**src/sv/swmmm_pkg.sv**
```systemverilog
// ----------------------------------------------------------------------------
// swmmm_pkg
// Shared constants for the sliding-window min / max / mean core: default
// sizing, fixed field widths and the reset window length.
// ----------------------------------------------------------------------------
package swmmm_pkg;

    // default sizing of the sample store
    localparam int SWMMM_MAX_WINDOW  = 64;
    localparam int SWMMM_SAMPLE_BITS = 16;

    // fixed field widths of the ports
    localparam int CFG_W = 7;   // window_size write data
    localparam int CNT_W = 7;   // held_count result field

    // window length after reset
    localparam int WIN_RESET = 10;

endpackage : swmmm_pkg

```
**src/sv/sliding_window_min_max_mean_core.sv**
```systemverilog
// Sequence: an accepted input beat is written to memory, the held entries are
//   read back one per cycle in the scan, the divider works on the magnitude
//   of the sum, and the result is registered once the output is free.
// Throughput: a new sample is taken only in idle, after the result is stored.
// Reset (sync, active low): window length 10, window empty, no result pending;
//   sample memory is not cleared, only written entries are ever read.
// ----------------------------------------------------------------------------
// sliding_window_min_max_mean_core
// Ring window of signed samples. Each input beat pushes one sample, then the
// held entries are scanned from memory for min, max and sum, and the sum is
// divided by the count (truncated toward zero) to give the mean.
// ----------------------------------------------------------------------------
module sliding_window_min_max_mean_core #(
    parameter int MAX_WINDOW  = swmmm_pkg::SWMMM_MAX_WINDOW,
    parameter int SAMPLE_BITS = swmmm_pkg::SWMMM_SAMPLE_BITS
) (
    input  logic                           i_clk,
    input  logic                           i_rst_n,
    // configuration: window_size
    input  logic                           i_cfg_wr_en,
    input  logic [swmmm_pkg::CFG_W-1:0]    i_cfg_wr_data,
    // sample input channel
    input  logic                           i_in_valid,
    output logic                           o_in_ready,
    input  logic signed [SAMPLE_BITS-1:0]  i_sample,
    // result output channel
    output logic                           o_out_valid,
    input  logic                           i_out_ready,
    output logic [swmmm_pkg::CNT_W-1:0]    o_held_count,
    output logic signed [SAMPLE_BITS-1:0]  o_window_min,
    output logic signed [SAMPLE_BITS-1:0]  o_window_max,
    output logic signed [SAMPLE_BITS-1:0]  o_window_mean
);

    import swmmm_pkg::*;

    localparam int AW      = $clog2(MAX_WINDOW);          // memory address
    localparam int CW      = $clog2(MAX_WINDOW + 1);      // counts 0..MAX_WINDOW
    localparam int XW      = (CW > CFG_W) ? CW : CFG_W;   // clamp compare width
    localparam int SW      = SAMPLE_BITS + CW;            // signed sum width
    localparam int DCW     = $clog2(SW + 1);              // divider step count
    localparam int WIN_RST = (WIN_RESET > MAX_WINDOW) ? MAX_WINDOW : WIN_RESET;

    // sequencer states
    localparam logic [1:0] S_IDLE = 2'd0;
    localparam logic [1:0] S_SCAN = 2'd1;
    localparam logic [1:0] S_DIV  = 2'd2;
    localparam logic [1:0] S_OUT  = 2'd3;

    // sample memory (no reset)
    logic [SAMPLE_BITS-1:0] mem_store [MAX_WINDOW];

    // control registers
    logic [1:0]     r_state, n_state;
    logic [CW-1:0]  r_win,   n_win;
    logic [CW-1:0]  r_fill,  n_fill;
    logic [CW-1:0]  r_ptr,   n_ptr;
    logic [CW-1:0]  r_rd_idx, n_rd_idx;
    logic           r_rd_vld;
    logic           r_first, n_first;
    logic [DCW-1:0] r_div_cnt, n_div_cnt;
    logic           r_out_vld, n_out_vld;

    // datapath registers
    logic signed [SAMPLE_BITS-1:0] r_rdata;
    logic signed [SAMPLE_BITS-1:0] r_min, n_min;
    logic signed [SAMPLE_BITS-1:0] r_max, n_max;
    logic signed [SW-1:0]          r_sum, n_sum;
    logic [SW-1:0]                 r_quo, n_quo;
    logic [CW-1:0]                 r_rem, n_rem;
    logic                          r_neg, n_neg;
    logic [CNT_W-1:0]              r_out_cnt, n_out_cnt;
    logic signed [SAMPLE_BITS-1:0] r_out_min, n_out_min;
    logic signed [SAMPLE_BITS-1:0] r_out_max, n_out_max;
    logic signed [SAMPLE_BITS-1:0] r_out_mean, n_out_mean;

    // combinational helpers
    logic                 in_acc;
    logic                 out_free;
    logic                 full;
    logic [CW-1:0]        ptr_use;
    logic [CW-1:0]        ptr_inc;
    logic [XW-1:0]        cfg_ext;
    logic [CW-1:0]        win_cfg;
    logic                 wr_en;
    logic [AW-1:0]        wr_addr;
    logic                 rd_en;
    logic [AW-1:0]        rd_addr;
    logic signed [SW-1:0] rdata_ext;
    logic [SW-1:0]        sum_mag;
    logic [CW:0]          trial;
    logic [CW:0]          fill_ext;
    logic [CW:0]          diff;
    logic                 ge;
    logic [SW-1:0]        quo_signed;

    assign o_in_ready = (r_state == S_IDLE);
    assign in_acc     = i_in_valid && o_in_ready;
    assign out_free   = !r_out_vld || i_out_ready;

    // window length write, clamped to 1..MAX_WINDOW
    assign cfg_ext = XW'(i_cfg_wr_data);
    assign win_cfg = (cfg_ext == '0)             ? CW'(1) :
                     (cfg_ext > XW'(MAX_WINDOW)) ? CW'(MAX_WINDOW) :
                                                   CW'(cfg_ext);

    // push position: append while filling, else overwrite oldest
    assign full    = (r_fill >= r_win);
    assign ptr_use = (r_ptr >= r_win) ? '0 : r_ptr;
    assign ptr_inc = ptr_use + CW'(1);
    assign wr_en   = in_acc;
    assign wr_addr = full ? ptr_use[AW-1:0] : r_fill[AW-1:0];

    // scan reads; writes happen only in idle, reads only in scan
    assign rd_en   = (r_state == S_SCAN) && (r_rd_idx != r_fill);
    assign rd_addr = r_rd_idx[AW-1:0];

    assign rdata_ext = {{(SW-SAMPLE_BITS){r_rdata[SAMPLE_BITS-1]}}, r_rdata};
    assign sum_mag   = r_sum[SW-1] ? (~r_sum + SW'(1)) : r_sum;

    // restoring divider step on the magnitude
    assign trial    = {r_rem, r_quo[SW-1]};
    assign fill_ext = {1'b0, r_fill};
    assign ge       = (trial >= fill_ext);
    assign diff     = trial - fill_ext;

    assign quo_signed = r_neg ? (~r_quo + SW'(1)) : r_quo;

    // next-state logic
    always_comb begin
        n_state    = r_state;
        n_win      = r_win;
        n_fill     = r_fill;
        n_ptr      = r_ptr;
        n_rd_idx   = r_rd_idx;
        n_first    = r_first;
        n_div_cnt  = r_div_cnt;
        n_out_vld  = r_out_vld;
        n_min      = r_min;
        n_max      = r_max;
        n_sum      = r_sum;
        n_quo      = r_quo;
        n_rem      = r_rem;
        n_neg      = r_neg;
        n_out_cnt  = r_out_cnt;
        n_out_min  = r_out_min;
        n_out_max  = r_out_max;
        n_out_mean = r_out_mean;

        // result beat taken
        if (r_out_vld && i_out_ready) begin
            n_out_vld = 1'b0;
        end

        unique case (r_state)
            S_IDLE: begin
                if (in_acc) begin
                    if (full) begin
                        n_ptr  = (ptr_inc >= r_win) ? '0 : ptr_inc;
                        n_fill = r_win;
                    end else begin
                        n_fill = r_fill + CW'(1);
                    end
                    n_rd_idx = '0;
                    n_first  = 1'b1;
                    n_sum    = '0;
                    n_state  = S_SCAN;
                end
            end
            S_SCAN: begin
                if (rd_en) begin
                    n_rd_idx = r_rd_idx + CW'(1);
                end
                // fold in one read word per cycle
                if (r_rd_vld) begin
                    n_first = 1'b0;
                    n_min   = (r_first || r_rdata < r_min) ? r_rdata : r_min;
                    n_max   = (r_first || r_rdata > r_max) ? r_rdata : r_max;
                    n_sum   = r_sum + rdata_ext;
                end
                if (!rd_en && !r_rd_vld) begin
                    n_quo     = sum_mag;
                    n_rem     = '0;
                    n_neg     = r_sum[SW-1];
                    n_div_cnt = DCW'(SW);
                    n_state   = S_DIV;
                end
            end
            S_DIV: begin
                n_rem     = ge ? diff[CW-1:0] : trial[CW-1:0];
                n_quo     = {r_quo[SW-2:0], ge};
                n_div_cnt = r_div_cnt - DCW'(1);
                if (r_div_cnt == DCW'(1)) begin
                    n_state = S_OUT;
                end
            end
            S_OUT: begin
                if (out_free) begin
                    n_out_vld  = 1'b1;
                    n_out_cnt  = CNT_W'(r_fill);
                    n_out_min  = r_min;
                    n_out_max  = r_max;
                    n_out_mean = quo_signed[SAMPLE_BITS-1:0];
                    n_state    = S_IDLE;
                end
            end
            default: begin
                n_state = S_IDLE;
            end
        endcase

        // window length write clears the window
        if (i_cfg_wr_en) begin
            n_win  = win_cfg;
            n_fill = '0;
            n_ptr  = '0;
        end
    end

    // control registers
    always_ff @(posedge i_clk) begin
        if (!i_rst_n) begin
            r_state   <= S_IDLE;
            r_win     <= CW'(WIN_RST);
            r_fill    <= '0;
            r_ptr     <= '0;
            r_rd_idx  <= '0;
            r_rd_vld  <= 1'b0;
            r_first   <= 1'b0;
            r_div_cnt <= '0;
            r_out_vld <= 1'b0;
        end else begin
            r_state   <= n_state;
            r_win     <= n_win;
            r_fill    <= n_fill;
            r_ptr     <= n_ptr;
            r_rd_idx  <= n_rd_idx;
            r_rd_vld  <= rd_en;
            r_first   <= n_first;
            r_div_cnt <= n_div_cnt;
            r_out_vld <= n_out_vld;
        end
    end

    // datapath registers
    always_ff @(posedge i_clk) begin
        r_min      <= n_min;
        r_max      <= n_max;
        r_sum      <= n_sum;
        r_quo      <= n_quo;
        r_rem      <= n_rem;
        r_neg      <= n_neg;
        r_out_cnt  <= n_out_cnt;
        r_out_min  <= n_out_min;
        r_out_max  <= n_out_max;
        r_out_mean <= n_out_mean;
    end

    // sample memory: one write port, one registered read port
    always_ff @(posedge i_clk) begin
        if (wr_en) begin
            mem_store[wr_addr] <= i_sample;
        end
        if (rd_en) begin
            r_rdata <= mem_store[rd_addr];
        end
    end

    assign o_out_valid   = r_out_vld;
    assign o_held_count  = r_out_cnt;
    assign o_window_min  = r_out_min;
    assign o_window_max  = r_out_max;
    assign o_window_mean = r_out_mean;

    // window bookkeeping stays inside the configured length
    assert property (@(posedge i_clk) disable iff (!i_rst_n)
        r_fill <= r_win)
        else $error("fill count exceeds window length");

    // a scan never reads past the held entries
    assert property (@(posedge i_clk) disable iff (!i_rst_n)
        rd_en |-> (r_rd_idx < r_fill))
        else $error("scan read beyond held entries");

    // divider remainder stays below the divisor
    assert property (@(posedge i_clk) disable iff (!i_rst_n)
        (r_state == S_DIV) |-> (r_rem < r_fill))
        else $error("divider remainder out of range");

    // an accepted sample starts a scan of a non-empty window
    assert property (@(posedge i_clk) disable iff (!i_rst_n)
        (in_acc && !i_cfg_wr_en) |=> (r_state == S_SCAN && r_fill != '0))
        else $error("accepted beat did not start a scan");

    // a pending result always reports at least one held sample
    assert property (@(posedge i_clk) disable iff (!i_rst_n)
        r_out_vld |-> (r_out_cnt != '0))
        else $error("result with empty window");

endmodule : sliding_window_min_max_mean_core
```
**config.mk**
```make
export PLATFORM = sky130hd
export DESIGN_NAME = sliding_window_min_max_mean_core
export DESIGN_NICKNAME = d
export VERILOG_FILES = /design/src/sv/swmmm_pkg.sv /design/src/sv/sliding_window_min_max_mean_core.sv
export SDC_FILE = /design/constraint.sdc
export NUM_CORES = 1
export LEC_CHECK = 0
export BUFFER_PORTS_ARGS = -buffer_cell sky130_fd_sc_hd__buf_2
export CAP_MARGIN = 40
export CORE_MARGIN = 5
export CORE_UTILIZATION = 63
export CTS_CLUSTER_DIAMETER = 80
export DETAILED_ROUTE_END_ITERATION = 12
export HOLD_SLACK_MARGIN = 0.15
export MAX_ROUTING_LAYER = met4
export PLACE_DENSITY = 0.9
export RECOVER_POWER = 25
export SLEW_MARGIN = 20
export SYNTH_ARGS = -nofsm -noshare
export SYNTH_HDL_FRONTEND = slang
export SYNTH_SLANG_ARGS = --single-unit
```
**constraint.sdc**
```tcl
create_clock -name i_clk -period 5.22 [get_ports i_clk]
set_clock_uncertainty 0.15 [all_clocks]
set_input_delay 0.522 -clock i_clk [delete_from_list [all_inputs] [get_ports i_clk]]
set_output_delay 0.522 -clock i_clk [all_outputs]
set_load 0.005 [all_outputs]
```
==> impl_summary.md <==
Die
From bottom edge to top edge, the die measures 292 um. The number of primary I/O pins is 85. The die area is 85500 um2.

The placeable core region is 79000 um2. From left edge to right edge, the die measures 292 um. The number of cell rows is 103. Once the floorplan was initialized, standard cells occupied 63.6% of the core.

Yosys
In the synthesized netlist the async set-or-reset flop fraction comes to 0%. The sequential area share after synthesis is 72.1%. The most used flip-flop cell after synthesis is sky130_fd_sc_hd__edfxtp_1. The number of flops mapped to enable cells by yosys is 1181. The Yosys step of the flow raised 0 warnings. Synthesis produced a netlist with a net count of 2835.

The largest total area in the synthesized netlist belongs to sky130_fd_sc_hd__edfxtp_1. The area of the mapped netlist is 50300 um2. The count of cell types in the netlist is 79.

The area share of the largest cell type after synthesis is 70.6%. Averaged over all synthesized cells, the footprint is 18.5 um2. The post-synthesis sequential element count is 1219. Yosys attributes the largest share of cell area to sky130_fd_sc_hd__edfxtp_1 71%, sky130_fd_sc_hd__mux4_2 12%, sky130_fd_sc_hd__ha_1 2.3%.

The synthesized instance count is 2713.

Placement
The estimated wirelength of the detail-placed design is 79.2 mm. During placement, the flow inserted port buffers numbering 84. The number of instances in the placed design is 3847.

The congestion estimate from routability-driven global placement came to 0.944. The pre-CTS setup slack is 994 ps.

Worst setup path
The endpoint identified for the worst register-to-register timing path is r_ptr[2]. For the worst flop-to-flop path, the logic depth is 17. The sort of element at the start of the critical path is a flip-flop.

The launching instance or port of the critical path is r_ptr[0]. For flop-to-flop paths, the worst setup slack is 920 ps. Along the worst path, the maximum fanout reaches 11. The kind of capture point of the worst setup path is a flip-flop. The destination of the critical timing path is r_ptr[2]. The start-to-end type of the worst setup path is flip-flop to flip-flop.

The startpoint identified for the worst register-to-register timing path is r_ptr[0]. STA puts the critical path data arrival time at 4790 ps. The required time reported for the critical path endpoint is 5710 ps.

STA
Static timing analysis puts the maximum clock frequency at 233 MHz. The max-slew violation total from the final report is 780. The share of the clock period used by the worst path is 82.3%. Setup repair after global routing left no endpoint under its margin. Hold timing on the final database bottoms out at a slack of 216 ps.

Subtracting the final worst setup slack from the clock period gives 4300 ps. The relative slew slack is -155%. The hold violation total from the final report came to 0. For the pin with the worst max-slew slack, the measured transition is 3820 ps. Setup violations remaining at the end of the flow were counted as 0. The setup slack after layout is 923 ps. The post-route setup TNS is 0 ps.

CTS
Clock tree synthesis inserted a total of 113 buffers. The CTS tree is built. The register clock-pin slew on the reported worst setup and hold paths is 70 ps. The clock latency on the worst-skew pair is 730 ps.

The tree is rooted in a sky130_fd_sc_hd__clkbuf_16. Counting every sink on the clock net gives 1219. Post-CTS timing repair inserted 0 buffers for setup.

Once the clock tree was built, the resizer swapped 0 gates to a different size. The number of buffers added to fix hold violations after cts is 16. The maximum clock path buffer count is 3.

In this run the number of H-tree levels came out at 3.

Final layout
The library cell used most frequently in the layout, excluding fill and tap cells, is sky130_fd_sc_hd__edfxtp_1. Relative to the synthesized area, the layout overhead comes to 12.8%. In the layout the commonest cells are 1181 x sky130_fd_sc_hd__edfxtp_1, 261 x sky130_fd_sc_hd__mux4_2, 138 x sky130_fd_sc_hd__nor2_1. The final cell count without fillers is 4093. In the final layout, the multi-input gates occupy 13200 um2. The fraction of final layout cells sized beyond drive strength 1 is 22.9%. The filler cells instantiated in the layout total 4273. The net count of the finished layout is 3055. The flip-flop and latch area is 36200 um2.

Detailed routing
The first detailed-routing pass ran for 6 iterations. Dividing the detail-routed via count by the number of cells gives 7.04. The wire length per cell is 33.1 um. The iteration-0 DRC count of the detailed router is 4420. The wire length after detailed routing is 136 mm. The detail route stage leaves a number of antenna-violating nets equal to 0. The residual DRC count is 0.

The total number of vias is 28800.

Pwr
The cell leakage power is 18.2 nW. The worst IR drop on VDD is 399 uV. For this design the ratio of total power to cell area is 440 nW/um2.

Min path
Along the worst hold path, the cell count comes to 5. The path class of the tightest hold or removal check is primary input to flip-flop.

Global route
The initial antenna violation count is 10. The number of global-route vias before repair is 29000. The combined global-route utilization of all metal layers is 32.4%.

Entering global routing, the biggest net connects 65 pins. The aggregate global routing overflow is 0. The first global-routing pass estimated 197 mm of wire.

Status
The checks that failed: max-capacitance violations, max-slew violations. The run finished, with violations left.

Run
Across the run, the number of max-cap violations was 12.
## report_power, final
| group | switching [W] | total (W) | internal [W] |
|---|---|---|---|
| Sequential | 0.000462 | 0.0118 | 0.0114 |
| Clock | 0.00375 | 0.00876 | 0.00502 |
| Combinational | 0.00259 | 0.00438 | 0.00179 |
| Total | 0.00679 | 0.0250 | 0.0182 |
## worst min-delay path by stage
stage	start	to	slack (ps)
detailed placement	r_min[15]	o_window_min[15]	290
global route	i_cfg_wr_data[0]	r_win[0]	260
finish	i_cfg_wr_data[0]	r_win[0]	220
CTS	i_sample[13]	mem_store[24][13]	150
global placement	r_min[8]	o_window_min[8]	290
floorplan	r_max[10]	o_window_max[10]	280
## layer usage
layer  global-route usage (%)  wire (um)  vias up
li1                         -          -    11500
met5                        -          0        -
met1                     39.9      43800    14400
met2                     51.6      66600     2468
met4                     15.4       8570        0
met3                     7.69      16600      544
## cell families (layout without fill, tap and decap cells)
group                    Yosys count  in the layout  share of synthesized area, %
AO/OA/AOI/OAI                    374            374                          4.90
XOR/XNOR                          75             75                          1.31
adder cells (fa/ha/maj)           94             94                          2.37
buffers and inverters            195            513                          1.93
flip-flops                      1219           1219                          72.1
multiplexers                     351            351                          13.5
other                              0             12                             0
AND/OR/NAND/NOR                  405            405                          3.93
## critical path, cell delays in order, from the launching register on
cell	delay, ps
sky130_fd_sc_hd__dfxtp_1	410
sky130_fd_sc_hd__inv_1	110
sky130_fd_sc_hd__ha_1	280
sky130_fd_sc_hd__nand2b_1	90
sky130_fd_sc_hd__a21o_1	120
sky130_fd_sc_hd__a21oi_1	80
sky130_fd_sc_hd__o21ai_1	650
sky130_fd_sc_hd__nor2_1	160
sky130_fd_sc_hd__ha_1	260
sky130_fd_sc_hd__and3_1	210
sky130_fd_sc_hd__nand3_1	150
sky130_fd_sc_hd__xor2_1	160
sky130_fd_sc_hd__nor2_1	60
sky130_fd_sc_hd__ha_1	350
sky130_fd_sc_hd__a21oi_1	150
sky130_fd_sc_hd__o211ai_1	210
sky130_fd_sc_hd__nor3_1	430
sky130_fd_sc_hd__a22o_1	210
## stage by stage
step	power (W)	cell area, um2	utilization (%)
final	0.0250	56700	71.8
after global routing	0.0258	56700	71.7
after CTS	0.0249	56700	71.7
after detailed placement	0.0162	52600	66.5
after global placement	0.0160	52400	66.3
after floorplan	0.0149	50300	-
## synthesized netlist by cell type, types with 33 or more instances
| master | n |
|---|---|
| sky130_fd_sc_hd__o22ai_1 | 56 |
| sky130_fd_sc_hd__mux4_2 | 261 |
| sky130_fd_sc_hd__mux2i_1 | 86 |
| sky130_fd_sc_hd__nor2_1 | 139 |
| sky130_fd_sc_hd__o21ai_0 | 77 |
| sky130_fd_sc_hd__buf_2 | 33 |
| sky130_fd_sc_hd__inv_1 | 65 |
| sky130_fd_sc_hd__a21oi_1 | 59 |
| sky130_fd_sc_hd__nand2_1 | 97 |
| sky130_fd_sc_hd__xor2_1 | 43 |
| sky130_fd_sc_hd__ha_1 | 92 |
| sky130_fd_sc_hd__clkbuf_1 | 49 |
| sky130_fd_sc_hd__edfxtp_1 | 1181 |
| sky130_fd_sc_hd__dfxtp_1 | 38 |
## area by class of cell
| cell class | count | area share, % |
|---|---|---|
| Clock inverter | 86 | 1.83 |
| Tap cell | 1050 | 2.32 |
| Sequential cell | 1219 | 63.9 |
| Antenna cell | 12 | 0.0530 |
| Clock buffer | 127 | 5.12 |
| Multi-Input combinational cell | 1299 | 23.4 |
| Timing Repair Buffer | 234 | 2.95 |
| Inverter | 66 | 0.437 |
## flip-flops by register name, indices dropped and copies added (netlist names)
name,cells
r_rd_vld,1
r_div_cnt,5
o_held_count,7
r_max,16
r_rem,7
r_win,7
o_window_max,16
r_fill,7
r_state,2
r_neg,1
r_ptr,7
r_rd_idx,7
r_quo,23
mem_store,1024
r_first,1
r_min,16
o_out_valid,1
o_window_mean,16
o_window_min,16
r_rdata,16
r_sum,23
Power figures use the tool's default switching activity.
